### src/rtl/mbdi_pkg.sv
// shared types and constants of the modbus discrete input response unpacker
package mbdi_pkg;

  // default size of the local discrete store in bits
  localparam int STORE_BITS_DEFAULT = 1024;

  // queue depths between front, back and result port
  localparam int CMD_DEPTH = 4;
  localparam int OUT_DEPTH = 4;

  // width of a store byte index before range check (covers the largest store plus one)
  localparam int BYTE_IDX_W = 14;

  // saturation point of the byte position counter
  localparam logic [7:0] POS_MAX = 8'd255;

  // action codes of an input item
  localparam logic ACT_PDU  = 1'b0;
  localparam logic ACT_READ = 1'b1;

  // result kinds
  localparam logic KIND_STATUS = 1'b0;
  localparam logic KIND_READ   = 1'b1;

  typedef enum logic [1:0] {
    EXC_NONE    = 2'd0,
    EXC_VALUE   = 2'd1,
    EXC_ADDRESS = 2'd2
  } exc_t;

  typedef enum logic [1:0] {
    CMD_READ   = 2'd0,
    CMD_WRITE  = 2'd1,
    CMD_STATUS = 2'd2
  } cmd_kind_t;

  typedef struct packed {
    logic        action;
    logic [7:0]  pdu_byte;
    logic        frame_last;
    logic [15:0] request_address;
    logic [15:0] request_count;
    logic [6:0]  read_index;
  } item_t;

  typedef struct packed {
    logic        result_kind;
    logic [1:0]  exception_code;
    logic [15:0] value_count;
    logic [7:0]  read_data;
  } result_t;

  // command from the front to the back; a write spans two store bytes
  typedef struct packed {
    cmd_kind_t              kind;
    logic                   has_status;
    logic [BYTE_IDX_W-1:0]  byte_index;
    logic [15:0]            mask;
    logic [15:0]            data;
    exc_t                   exception_code;
    logic [15:0]            value_count;
  } cmd_t;

endpackage

### src/rtl/mbdi_ram.sv
// generic simple dual port ram with registered read
module mbdi_ram #(
  parameter int WIDTH = 8,
  parameter int DEPTH = 128
) (
  input  logic                                  clk,
  input  logic                                  we,
  input  logic [((DEPTH > 1) ? $clog2(DEPTH) : 1)-1:0] waddr,
  input  logic [WIDTH-1:0]                      wdata,
  input  logic [((DEPTH > 1) ? $clog2(DEPTH) : 1)-1:0] raddr,
  output logic [WIDTH-1:0]                      rdata
);

  logic [WIDTH-1:0] mem [DEPTH];

  // read returns the old contents on a same-address write
  always_ff @(posedge clk) begin
    rdata <= mem[raddr];
    if (we) begin
      mem[waddr] <= wdata;
    end
  end

endmodule

### src/rtl/mbdi_fifo.sv
// small generic queue with occupancy count
module mbdi_fifo #(
  parameter int WIDTH = 8,
  parameter int DEPTH = 4
) (
  input  logic                         clk,
  input  logic                         rst,
  input  logic                         push,
  input  logic [WIDTH-1:0]             wdata,
  output logic                         full,
  input  logic                         pop,
  output logic [WIDTH-1:0]             rdata,
  output logic                         empty,
  output logic [$clog2(DEPTH+1)-1:0]   level
);

  localparam int PTR_W = (DEPTH > 1) ? $clog2(DEPTH) : 1;
  localparam int LVL_W = $clog2(DEPTH + 1);

  logic [WIDTH-1:0] mem [DEPTH];
  logic [PTR_W-1:0] wptr;
  logic [PTR_W-1:0] rptr;
  logic             do_push;
  logic             do_pop;

  assign full    = (level == LVL_W'(DEPTH));
  assign empty   = (level == '0);
  assign do_push = push && !full;
  assign do_pop  = pop && !empty;
  assign rdata   = mem[rptr];

  // storage
  always_ff @(posedge clk) begin
    if (do_push) begin
      mem[wptr] <= wdata;
    end
  end

  // pointers and count
  always_ff @(posedge clk) begin
    if (rst) begin
      wptr  <= '0;
      rptr  <= '0;
      level <= '0;
    end else begin
      if (do_push) begin
        wptr <= (wptr == PTR_W'(DEPTH - 1)) ? '0 : wptr + PTR_W'(1);
      end
      if (do_pop) begin
        rptr <= (rptr == PTR_W'(DEPTH - 1)) ? '0 : rptr + PTR_W'(1);
      end
      level <= level + LVL_W'(do_push) - LVL_W'(do_pop);
    end
  end

endmodule

### src/rtl/mbdi_front.sv
// front end: frame tracking, header checks and command generation
module mbdi_front #(
  parameter int STORE_BITS = mbdi_pkg::STORE_BITS_DEFAULT
) (
  input  logic            clk,
  input  logic            rst,
  input  logic            cfg_valid,
  output logic            cfg_ready,
  input  logic [15:0]     cfg_data,
  input  logic            accept,
  input  mbdi_pkg::item_t item,
  output logic            cmd_push,
  output mbdi_pkg::cmd_t  cmd
);

  localparam int STORE_BYTES = STORE_BITS / 8;
  localparam int IW = mbdi_pkg::BYTE_IDX_W;

  logic [15:0]          start_addr;
  logic [7:0]           pos;
  logic [7:0]           pos_next;
  logic                 header_ok;
  logic                 header_ok_next;
  mbdi_pkg::exc_t       pend_exc;
  mbdi_pkg::exc_t       pend_exc_next;

  logic [IW-1:0]        nbytes;
  logic [16:0]          req_end;
  logic [16:0]          store_end;
  logic                 addr_below;
  logic [15:0]          offset;
  logic [7:0]           j;
  logic                 in_data;
  logic                 wr_ok;
  logic [7:0]           mask8;
  mbdi_pkg::exc_t       hdr_exc;
  mbdi_pkg::exc_t       end_exc;

  assign cfg_ready = 1'b1;

  // start address register
  always_ff @(posedge clk) begin
    if (rst) begin
      start_addr <= '0;
    end else if (cfg_valid) begin
      start_addr <= cfg_data;
    end
  end

  // header checks and data byte placement
  always_comb begin
    nbytes     = {1'b0, item.request_count[15:3]} + IW'(item.request_count[2:0] != 3'd0);
    req_end    = {1'b0, item.request_address} + {1'b0, item.request_count};
    store_end  = {1'b0, start_addr} + 17'(STORE_BITS);
    addr_below = item.request_address < start_addr;
    offset     = item.request_address - start_addr;
    j          = pos - 8'd2;
    in_data    = pos inside {[8'd2:8'd254]};
    wr_ok      = (item.action == mbdi_pkg::ACT_PDU) && in_data && header_ok &&
                 ({6'b0, j} < nbytes) && !addr_below;

    if (item.request_count == 16'd0 || nbytes[7:0] != item.pdu_byte) begin
      hdr_exc = mbdi_pkg::EXC_VALUE;
    end else if (addr_below || req_end > store_end) begin
      hdr_exc = mbdi_pkg::EXC_ADDRESS;
    end else begin
      hdr_exc = mbdi_pkg::EXC_NONE;
    end

    // final partial byte writes only the low count mod 8 bits
    if ({5'b0, j} == item.request_count[15:3] && item.request_count[2:0] != 3'd0) begin
      mask8 = (8'd1 << item.request_count[2:0]) - 8'd1;
    end else begin
      mask8 = 8'hFF;
    end

    // a frame that ends on its byte count reports the header check of that byte
    end_exc = (pos == 8'd0) ? mbdi_pkg::EXC_VALUE :
              (pos == 8'd1) ? hdr_exc : pend_exc;
  end

  // command toward the back end
  always_comb begin
    cmd.kind           = mbdi_pkg::CMD_STATUS;
    cmd.has_status     = item.frame_last;
    cmd.byte_index     = IW'(offset[15:3]) + IW'(j);
    cmd.mask           = {8'b0, mask8} << offset[2:0];
    cmd.data           = {8'b0, item.pdu_byte} << offset[2:0];
    cmd.exception_code = end_exc;
    cmd.value_count    = (end_exc == mbdi_pkg::EXC_NONE) ? item.request_count : 16'd0;
    cmd_push           = 1'b0;
    if (item.action == mbdi_pkg::ACT_READ) begin
      cmd.kind       = mbdi_pkg::CMD_READ;
      cmd.byte_index = IW'(item.read_index) & IW'(STORE_BYTES - 1);
      cmd_push       = accept;
    end else if (wr_ok) begin
      cmd.kind = mbdi_pkg::CMD_WRITE;
      cmd_push = accept;
    end else if (item.frame_last) begin
      cmd_push = accept;
    end
  end

  // frame state next values
  always_comb begin
    pos_next       = pos;
    header_ok_next = header_ok;
    pend_exc_next  = pend_exc;
    if (pos == 8'd1) begin
      header_ok_next = (hdr_exc == mbdi_pkg::EXC_NONE);
      pend_exc_next  = hdr_exc;
    end
    if (item.frame_last) begin
      pos_next       = '0;
      header_ok_next = 1'b0;
      pend_exc_next  = mbdi_pkg::EXC_NONE;
    end else if (pos != mbdi_pkg::POS_MAX) begin
      pos_next = pos + 8'd1;
    end
  end

  // frame state registers, moved only by received bytes
  always_ff @(posedge clk) begin
    if (rst) begin
      pos       <= '0;
      header_ok <= 1'b0;
      pend_exc  <= mbdi_pkg::EXC_NONE;
    end else if (accept && item.action == mbdi_pkg::ACT_PDU) begin
      pos       <= pos_next;
      header_ok <= header_ok_next;
      pend_exc  <= pend_exc_next;
    end
  end

endmodule

### src/rtl/mbdi_back.sv
// back end: store clearing, read-modify-write of store bytes and result build
module mbdi_back #(
  parameter int STORE_BITS = mbdi_pkg::STORE_BITS_DEFAULT
) (
  input  logic                                        clk,
  input  logic                                        rst,
  input  logic                                        cmd_valid,
  input  mbdi_pkg::cmd_t                              cmd,
  output logic                                        cmd_pop,
  input  logic [$clog2(mbdi_pkg::OUT_DEPTH+1)-1:0]    out_level,
  output logic                                        out_push,
  output mbdi_pkg::result_t                           out_item,
  output logic                                        clearing
);

  localparam int STORE_BYTES = STORE_BITS / 8;
  localparam int ADDR_W = (STORE_BYTES > 1) ? $clog2(STORE_BYTES) : 1;
  localparam int IW = mbdi_pkg::BYTE_IDX_W;
  localparam int LVL_W = $clog2(mbdi_pkg::OUT_DEPTH + 1);

  logic [ADDR_W-1:0]  clr_idx;
  logic               phase;

  // issue stage
  logic [IW-1:0]      op_idx;
  logic [7:0]         op_mask;
  logic [7:0]         op_data;
  logic               op_we;
  logic               op_res;
  logic               op_last;
  logic               op_read;
  logic               space;
  logic               issue;
  logic [ADDR_W-1:0]  raddr;

  // write stage
  logic               s1_valid;
  logic               s1_we;
  logic               s1_res;
  logic               s1_read;
  logic [ADDR_W-1:0]  s1_addr;
  logic [7:0]         s1_mask;
  logic [7:0]         s1_data;
  logic [1:0]         s1_exc;
  logic [15:0]        s1_count;
  logic               fwd_hit;
  logic [7:0]         fwd_data;
  logic [7:0]         ram_rdata;
  logic [7:0]         cur;
  logic [7:0]         merged;

  logic               ram_we;
  logic [ADDR_W-1:0]  ram_waddr;
  logic [7:0]         ram_wdata;

  // decode the head command into one store byte operation
  always_comb begin
    op_idx  = cmd.byte_index;
    op_mask = cmd.mask[7:0];
    op_data = cmd.data[7:0];
    op_res  = 1'b1;
    op_last = 1'b1;
    op_read = 1'b0;
    op_we   = 1'b0;
    case (cmd.kind)
      mbdi_pkg::CMD_READ: begin
        op_read = 1'b1;
      end
      mbdi_pkg::CMD_WRITE: begin
        if (phase) begin
          op_idx  = cmd.byte_index + IW'(1);
          op_mask = cmd.mask[15:8];
          op_data = cmd.data[15:8];
        end
        op_we   = op_idx < IW'(STORE_BYTES);
        op_res  = phase && cmd.has_status;
        op_last = phase;
      end
      mbdi_pkg::CMD_STATUS: begin
        op_res = 1'b1;
      end
      default: begin
        op_res = 1'b0;
      end
    endcase
    raddr = op_idx[ADDR_W-1:0];
    space = (out_level + LVL_W'(s1_valid && s1_res)) < LVL_W'(mbdi_pkg::OUT_DEPTH);
    issue = cmd_valid && !clearing && (!op_res || space);
    cmd_pop = issue && op_last;
  end

  // clearing pass after reset and write phase
  always_ff @(posedge clk) begin
    if (rst) begin
      clearing <= 1'b1;
      clr_idx  <= '0;
      phase    <= 1'b0;
    end else begin
      if (clearing) begin
        clr_idx <= clr_idx + ADDR_W'(1);
        if (clr_idx == ADDR_W'(STORE_BYTES - 1)) begin
          clearing <= 1'b0;
        end
      end
      if (issue) begin
        phase <= (cmd.kind == mbdi_pkg::CMD_WRITE) && !phase;
      end
    end
  end

  // write stage control
  always_ff @(posedge clk) begin
    if (rst) begin
      s1_valid <= 1'b0;
    end else begin
      s1_valid <= issue;
    end
  end

  // write stage payload; forward a byte written in the issue cycle
  always_ff @(posedge clk) begin
    s1_we    <= op_we;
    s1_res   <= op_res;
    s1_read  <= op_read;
    s1_addr  <= raddr;
    s1_mask  <= op_mask;
    s1_data  <= op_data;
    s1_exc   <= (cmd.kind == mbdi_pkg::CMD_READ) ? mbdi_pkg::EXC_NONE : cmd.exception_code;
    s1_count <= (cmd.kind == mbdi_pkg::CMD_READ) ? 16'd0 : cmd.value_count;
    fwd_hit  <= s1_valid && s1_we && (s1_addr == raddr);
    fwd_data <= merged;
  end

  // merge new bits into the current store byte
  always_comb begin
    cur    = fwd_hit ? fwd_data : ram_rdata;
    merged = (cur & ~s1_mask) | (s1_data & s1_mask);
  end

  // ram write port shared by clearing pass and data writes
  always_comb begin
    ram_we    = clearing || (s1_valid && s1_we);
    ram_waddr = clearing ? clr_idx : s1_addr;
    ram_wdata = clearing ? 8'd0 : merged;
  end

  mbdi_ram #(
    .WIDTH (8),
    .DEPTH (STORE_BYTES)
  ) u_store (
    .clk   (clk),
    .we    (ram_we),
    .waddr (ram_waddr),
    .wdata (ram_wdata),
    .raddr (raddr),
    .rdata (ram_rdata)
  );

  // result transaction
  always_comb begin
    out_push                = s1_valid && s1_res;
    out_item.result_kind    = s1_read ? mbdi_pkg::KIND_READ : mbdi_pkg::KIND_STATUS;
    out_item.exception_code = s1_exc;
    out_item.value_count    = s1_count;
    out_item.read_data      = s1_read ? cur : 8'd0;
  end

endmodule

### src/rtl/modbus_discrete_input_response_unpack.sv
// Modbus read-discrete-inputs response unpacker, top level.
// Push one item per cycle while full is low: a response PDU byte (function
// code, byte count, then packed bits, with frame_last on the final byte) or a
// read of one store byte. The front end checks the header on the byte-count
// byte and turns each item into a command; a four-entry command queue
// decouples it from the back end, which owns the single-write-port store RAM.
// A read or an end-of-frame status is one back-end operation; a data byte is
// two, one read-modify-write per store byte it may straddle. A result passes
// through the command queue and the back end's issue and write stages (a
// frame ending on a written data byte reports with its second operation),
// then waits in a four-entry result queue. After reset the store is cleared
// one byte per cycle, all STORE_BITS/8 bytes (128 by default), while full
// stays high; configuration writes are taken at any time and must only be
// issued while the block is idle.
module modbus_discrete_input_response_unpack #(
  parameter int STORE_BITS = mbdi_pkg::STORE_BITS_DEFAULT
) (
  input  logic              clk,
  input  logic              rst,
  input  logic              cfg_valid,
  output logic              cfg_ready,
  input  logic [15:0]       cfg_data,
  input  logic              push,
  output logic              full,
  input  mbdi_pkg::item_t   item,
  output logic              empty,
  input  logic              pop,
  output mbdi_pkg::result_t result
);

  localparam int CMD_W = $bits(mbdi_pkg::cmd_t);
  localparam int RES_W = $bits(mbdi_pkg::result_t);

  logic                                      accept;
  logic                                      cmd_push;
  mbdi_pkg::cmd_t                            cmd_in;
  logic [CMD_W-1:0]                          cmd_raw;
  mbdi_pkg::cmd_t                            cmd_head;
  logic                                      cmd_full;
  logic                                      cmd_empty;
  logic                                      cmd_pop;
  logic [$clog2(mbdi_pkg::CMD_DEPTH+1)-1:0]  cmd_level;
  logic                                      out_push;
  mbdi_pkg::result_t                         out_item;
  logic                                      out_full;
  logic [RES_W-1:0]                          out_raw;
  logic [$clog2(mbdi_pkg::OUT_DEPTH+1)-1:0]  out_level;
  logic                                      clearing;

  assign full     = cmd_full || clearing;
  assign accept   = push && !full;
  assign cmd_head = mbdi_pkg::cmd_t'(cmd_raw);
  assign result   = mbdi_pkg::result_t'(out_raw);

  mbdi_front #(
    .STORE_BITS (STORE_BITS)
  ) u_front (
    .clk       (clk),
    .rst       (rst),
    .cfg_valid (cfg_valid),
    .cfg_ready (cfg_ready),
    .cfg_data  (cfg_data),
    .accept    (accept),
    .item      (item),
    .cmd_push  (cmd_push),
    .cmd       (cmd_in)
  );

  mbdi_fifo #(
    .WIDTH (CMD_W),
    .DEPTH (mbdi_pkg::CMD_DEPTH)
  ) u_cmd_q (
    .clk   (clk),
    .rst   (rst),
    .push  (cmd_push),
    .wdata (cmd_in),
    .full  (cmd_full),
    .pop   (cmd_pop),
    .rdata (cmd_raw),
    .empty (cmd_empty),
    .level (cmd_level)
  );

  mbdi_back #(
    .STORE_BITS (STORE_BITS)
  ) u_back (
    .clk       (clk),
    .rst       (rst),
    .cmd_valid (!cmd_empty && (cmd_level != '0)),
    .cmd       (cmd_head),
    .cmd_pop   (cmd_pop),
    .out_level (out_level),
    .out_push  (out_push),
    .out_item  (out_item),
    .clearing  (clearing)
  );

  mbdi_fifo #(
    .WIDTH (RES_W),
    .DEPTH (mbdi_pkg::OUT_DEPTH)
  ) u_out_q (
    .clk   (clk),
    .rst   (rst),
    .push  (out_push && !out_full),
    .wdata (out_item),
    .full  (out_full),
    .pop   (pop),
    .rdata (out_raw),
    .empty (empty),
    .level (out_level)
  );

endmodule

### config.mk
export PLATFORM = sky130hd
export DESIGN_NAME = modbus_discrete_input_response_unpack
export DESIGN_NICKNAME = d
export VERILOG_FILES = /design/src/rtl/mbdi_pkg.sv /design/src/rtl/mbdi_ram.sv /design/src/rtl/mbdi_fifo.sv /design/src/rtl/mbdi_front.sv /design/src/rtl/mbdi_back.sv /design/src/rtl/modbus_discrete_input_response_unpack.sv
export SDC_FILE = /design/constraint.sdc
export NUM_CORES = 2
export LEC_CHECK = 0
export BUFFER_PORTS_ARGS = -buffer_cell sky130_fd_sc_hd__clkbuf_2
export CELL_PAD_IN_SITES_DETAIL_PLACEMENT = 2
export CELL_PAD_IN_SITES_GLOBAL_PLACEMENT = 2
export CORE_MARGIN = 2
export CORE_UTILIZATION = 40
export CTS_BUF_LIST = sky130_fd_sc_hd__clkbuf_8 sky130_fd_sc_hd__clkbuf_16
export DETAILED_ROUTE_END_ITERATION = 8
export PLACE_DENSITY = 0.76
export SYNTH_ARGS = -nofsm -noshare
export SYNTH_HDL_FRONTEND = slang
export SYNTH_SLANG_ARGS = --single-unit
### constraint.sdc
create_clock -name clk -period 7.6 [get_ports clk]
set_clock_uncertainty 0.2 [all_clocks]
set_input_delay 0.38 -clock clk [delete_from_list [all_inputs] [get_ports clk]]
set_output_delay 0.38 -clock clk [all_outputs]
set_load 0.01 [all_outputs]
# == Yosys cells after proc, flatten, opt, wreduce, memory -nomap -nowiden ==
# Memory sizes are Yosys's and may differ from the RTL's. A register that Yosys moved wholly into a read port is not among the register bits.
# Cells that the tools add are included.
# Widths: inputs -> output; s select.
# totals
regBits,104
ramBits,1400
inputBits,70
out_inout_bits,30
word_cells,173
n_memories,3
# classes
n_addsub,19
order_cmp,7
n_eq_ne,14
shifts,3
n_mux,48
bitwise,5
n_reduce_logical,50
# mem_list
memory,depth,word_bits,read_ports,rd_ports_with_merged_regs,write_ports,line,rtl
u_back.u_store.mem,128,8,1,1,1,mbdi_ram.sv:14,logic [WIDTH-1:0] mem [DEPTH];
u_cmd_q.mem,4,67,1,1,1,mbdi_fifo.sv:20,logic [WIDTH-1:0] mem [DEPTH];
u_out_q.mem,4,27,1,1,1,mbdi_fifo.sv:20,
# ops
cell,n
$mux 8,10
$mux 14,3
$shl 8x3->16,2
$mux 2,15
$logic_and 1x1->1,22
$add 16x11->17 const B,1
$add 16x16->17,1
$gt 17x17->1,1
$and 8x8->8,2
$logic_not 16->1,1
$lt 16x16->1,1
$mux 1,16
$mux 16,1
$sub 16x16->16,1
$add 13x1->14,1
$add 13x8->14,1
$add 14x1->14 const B,1
$lt 14x8->1 const B,1
$lt 8x14->1,1
$mux 7,2
$eq 8x13->1,1
$eq 2x2->1 const B,5
$add 3x1->3,3
$logic_not 1->1,9
other kinds (29),44

# == Logic depth before layout (Yosys ltp) ==
# logic_depth
ltp_word,11
depth_mapped,21
ltp_nobuf,20

# == Cells and area by module ==
# From an unflattened synthesis, not the netlist that was laid out.
# unflattened
cells_unflattened,3175
area_unflattened_um2,62002.0
# modules_own_cells
module,instances,cells_per_inst,area_per_inst_um2,seq_area_each_um2
mbdi_ram,1,1635,39665.5,30909.6
mbdi_fifo (u_cmd_q),1,400,10152.2,8227.9
mbdi_front,1,696,5143.7,540.5
mbdi_fifo (u_out_q),1,191,4383.0,3423.3
mbdi_back,1,247,2623.8,1261.2
modbus_discrete_input_response_unpack,1,6,33.8,0.0

# == Worst setup path after synthesis ==
# Ideal clock, no wire load.
# synth_timing
kind,register -> register
from,register u_back.clearing
to,"memory u_back.u_store.mem[0][0], data pin"
setup_ps,832
arrival_ps,4240
t_required_ps,6568
slack_ps,2328
path_stages_with_launch,6
n_path_buf,4
period_less_slack_ps,5272
cell_sequence,dfxtp_1 -> clkbuf_1 -> buf_1 -> clkbuf_1 -> clkbuf_1 -> nor2b_1
# synth_between
elab_chain_cells,1
# synth_rtl
element,line,rtl
from (decl),mbdi_back.sv:13,output logic clearing
from (signal assigned),mbdi_back.sv:95,clearing <= 1'b1;
from (signal assigned),mbdi_back.sv:102,clearing <= 1'b0;
$mux 8,mbdi_back.sv:144,ram_wdata = clearing ? 8'd0 : merged;
via u_back.ram_wdata[0],mbdi_back.sv:54,logic [7:0] ram_wdata;
to (decl),mbdi_ram.sv:14,
# The timed path passes the listed nets, and every way through them passes these cells.

==> impl_metrics.env <==
export IMPL_worst_setup_path_end_kind="register"
export IMPL_h_tree_depth=4
export IMPL_io_buffers=98
export IMPL_status="finished, final reports clean"
export IMPL_clock_tree_root_cell="sky130_fd_sc_hd__clkbuf_16"
export IMPL_static_leakage_power_nw=23.3
export IMPL_num_fill_cells=14700
export IMPL_place_gp_congestion=0.806
export IMPL_grt_max_degree=135
export IMPL_floorplan_die_area_um2=161000
export IMPL_final_hold_violation_count=0
export IMPL_core_rowCount=145
export IMPL_initial_core_util_pct=40.4
export IMPL_setup_viol=0
export IMPL_min_period_over_period_pct=79.6
export IMPL_global_route_overflow_total=0
export IMPL_crit_fanout=16
export IMPL_achievable_frequency_mhz=165
export IMPL_grt_setup_unrepaired="false"
export IMPL_clk_pin_slew_ns=0.06
export IMPL_synth_seq_cells=1508
export IMPL_core_area_um2=157000
export IMPL_power_density_nw_per_um2=248
export IMPL_synth_top_cells_by_area="sky130_fd_sc_hd__edfxtp_1, sky130_fd_sc_hd__mux4_2, sky130_fd_sc_hd__dfxtp_1"
export IMPL_data_arrival_at_the_endpoint_of_the_critical_path_ns=6.33
export IMPL_skew_pair_late_insertion_delay_ns=0.82
export IMPL_share_of_the_synthesized_area_in_the_top_cell_type_pct=66.1
export IMPL_synth_common_cells="sky130_fd_sc_hd__edfxtp_1, sky130_fd_sc_hd__nand2_1, sky130_fd_sc_hd__nor2_1, sky130_fd_sc_hd__inv_1, sky130_fd_sc_hd__mux4_2"
export IMPL_post_dp_hpwl_mm=125
export IMPL_max_cap_violations=0
export IMPL_max_vdd_ir_drop_mv=0.249
export IMPL_final_core_util_pct=45.7
export IMPL_post_synth_instance_area_um2=63200
export IMPL_synth_main_ff_cell="sky130_fd_sc_hd__edfxtp_1"
export IMPL_syn_instance_count=4196
export IMPL_final_max_slew_violation_count=0
export IMPL_routedWlPerCell_um=31.2
export IMPL_synth_edff_count=1392
export IMPL_number_of_antenna_violations_at_the_first_check_in_global_routing=3
export IMPL_synthMostInstantiatedCell="sky130_fd_sc_hd__edfxtp_1"
export IMPL_crit_required_ns=7.88
export IMPL_drcViolationCount=0
export IMPL_synthDominantAreaCellType="sky130_fd_sc_hd__edfxtp_1"
export IMPL_die_h_um=402
export IMPL_drt_initial_drc_count=3581
export IMPL_yosysWarnings=0
export IMPL_antenna_cells=0
export IMPL_async_reset_ff_share_pct=0
export IMPL_hold_class="in -> reg"
export IMPL_die_width_um=402
export IMPL_startpoint_type="primary input"
export IMPL_synth_area_per_cell_um2=15.1
export IMPL_total_routing_usage_reported_by_global_routing_pct=25.1
export IMPL_drt_pass1_iterations=5
export IMPL_worst_slew_pin_slew_ns=1.41
export IMPL_via_count_of_the_first_global_routing_pass=42800
export IMPL_mappedNetlistNets=4361
export IMPL_cts_resized_gates=0
export IMPL_clock_tree_buffer_depth=3
export IMPL_grt_first_pass_wirelength_mm=300
export IMPL_areaGrowthSynthToFinish_pct=13.2
export IMPL_period_needed_ns=6.05
export IMPL_detailroute_via_count=39000
export IMPL_avgViaCountPerCell=5.97
export IMPL_ys_types=85
export IMPL_slew_headroom_pct=5.93
export IMPL_seq_area_frac_synth_pct=69.8
export IMPL_crit_type="in -> reg"
export IMPL_wl_mm=204
export IMPL_finalNetCount=4496
export IMPL_numCtsBuffers=161
export IMPL_count_of_clock_tree_sinks=1508
export IMPL_drive_above_1_share_pct=14.5
export IMPL_tritoncts="yes"
export IMPL_design_portCount=100
export IMPL_fin_setup_tns_ns=0
export IMPL_ant_nets=0
through the flow:
stage	area [um2]	power, W	cells	hold slack, ns	worst slack, ns
after floorplan	63200	0.00978	4196	0.238	2.33
after global placement	65900	0.0101	6185	0.249	1.92
after detailed placement	65900	0.0101	6185	0.269	1.44
after CTS	71600	0.0179	6527	0.000916	1.63
after global routing	71600	0.0182	6527	0.0446	1.23
final	71600	0.0178	6527	0.0486	1.55
path summary, 6_finish.rpt:
path,startpoint,end,slack (ns),cells past startpoint
min,item[48],u_cmd_q.mem[0][58]$_DFFE_PP_,0.05,3
min reg2reg,u_back.s1_count[11]$_SDFF_PP0_,u_out_q.mem[1][19]$_DFFE_PP_,0.28,0
max,item[8],u_cmd_q.mem[0][4]$_DFFE_PP_,1.55,22
max reg2reg,register,u_back.u_store.rdata[5]$_DFF_P_,1.78,15
metal layers:
layer	wire length [um]	GRT usage [%]	up-vias
met5	24	0	-
met4	7600	9.28	4
met3	9430	3.64	393
met2	104000	43.7	1203
met1	82500	31.7	20800
li1	-	-	16500
cell usage in the layout (no fill, tap or decap), types with 12 or more instances in the layout:
cell                            synthesis  routed
sky130_fd_sc_hd__mux2_2                39      38
sky130_fd_sc_hd__a32oi_1               49      49
sky130_fd_sc_hd__nor4b_1               12      12
sky130_fd_sc_hd__mux2i_1              138     138
sky130_fd_sc_hd__and3_1                14      14
sky130_fd_sc_hd__a31oi_1               22      22
sky130_fd_sc_hd__o21ai_0               78      78
sky130_fd_sc_hd__clkbuf_16              0     162
sky130_fd_sc_hd__nand3_1              138     138
sky130_fd_sc_hd__nor4_1                23      23
sky130_fd_sc_hd__mux4_2               156     156
sky130_fd_sc_hd__dlygate4sd3_1          0      41
sky130_fd_sc_hd__a21o_1                27      27
sky130_fd_sc_hd__clkinv_2               0      25
sky130_fd_sc_hd__and2_1                23      15
sky130_fd_sc_hd__nand4_1               77      77
sky130_fd_sc_hd__a21oi_1               50      50
sky130_fd_sc_hd__ha_1                  90      90
sky130_fd_sc_hd__buf_4                 16      63
sky130_fd_sc_hd__inv_1                163     210
sky130_fd_sc_hd__clkbuf_8               0      16
sky130_fd_sc_hd__nand2_1              513     508
sky130_fd_sc_hd__edfxtp_1            1392    1392
sky130_fd_sc_hd__dfxtp_1              116     112
sky130_fd_sc_hd__nand2b_1              23      23
sky130_fd_sc_hd__o211ai_1              98      98
sky130_fd_sc_hd__a32o_1                66      66
sky130_fd_sc_hd__nor2_1               230     228
sky130_fd_sc_hd__o2111ai_1             99      99
sky130_fd_sc_hd__nor3_1                33      32
sky130_fd_sc_hd__clkinv_1               0      27
sky130_fd_sc_hd__clkbuf_2               0      98
sky130_fd_sc_hd__xnor2_1               62      62
sky130_fd_sc_hd__xor2_1                27      26
sky130_fd_sc_hd__nor2b_1               41      32
kinds of logic (layout without fill, tap and decap cells):
group,after synthesis,count (layout),synth area share (%)
mux,333,333,8.44
fa+ha+maj,95,95,1.94
other cells,1,1,0.00593
buf+inv,405,678,2.84
compound gates,591,591,7.16
flops,1508,1508,69.8
simple gates,1171,1171,8.49
xor+xnor,92,92,1.33
final cells by class:
type / count / area, um2 / share of cell area [%]
Inverter: 168 / 641 / 0.895
Clock buffer: 178 / 4270 / 5.97
Multi-Input combinational cell: 2283 / 17500 / 24.4
Clock inverter: 123 / 967 / 1.35
Timing Repair Buffer: 209 / 1510 / 2.12
Tap cell: 2058 / 2570 / 3.60
Sequential cell: 1508 / 44100 / 61.7
repair_timing:
action                    CTS  global route
hold endpoints to repair  111             0
hold buffers               41             0
setup buffers               0             0
sequential cells by signal (all words and copies together), names as in the netlist, 16 cells and up, named ones only:
name and cells:
u_cmd_q.mem 260, u_front.start_addr 16, u_back.u_store.mem 1024, u_back.s1_count 16, u_out_q.mem 108
power breakdown:
| group | switching [W] | internal (W) |
|---|---|---|
| clock | 0.00349 | 0.00432 |
| sequential | 0.0000642 | 0.00902 |
| combinational | 0.000537 | 0.000353 |
| total | 0.00409 | 0.0137 |
worst max-delay path: stages:
cell and delay [ns]:
sky130_fd_sc_hd__dlygate4sd3_1 0.54, sky130_fd_sc_hd__clkbuf_2 0.27, sky130_fd_sc_hd__inv_1 0.21, sky130_fd_sc_hd__fa_1 0.49, sky130_fd_sc_hd__nor2b_1 0.14, sky130_fd_sc_hd__o21a_1 0.14
sky130_fd_sc_hd__o21ai_0 0.08, sky130_fd_sc_hd__nand2b_1 0.11, sky130_fd_sc_hd__a31o_2 0.19, sky130_fd_sc_hd__a311oi_1 0.12, sky130_fd_sc_hd__o31a_1 0.35, sky130_fd_sc_hd__xnor2_1 0.13
sky130_fd_sc_hd__ha_1 0.31, sky130_fd_sc_hd__a21o_1 0.17, sky130_fd_sc_hd__a21o_1 0.17, sky130_fd_sc_hd__a21oi_1 0.14, sky130_fd_sc_hd__o21ai_0 0.20, sky130_fd_sc_hd__a211o_1 0.31
sky130_fd_sc_hd__o21ai_0 0.54, sky130_fd_sc_hd__a31oi_1 0.26, sky130_fd_sc_hd__buf_4 0.27, sky130_fd_sc_hd__nor4b_1 0.80
Note: power is estimated with default switching activity, not from simulation.
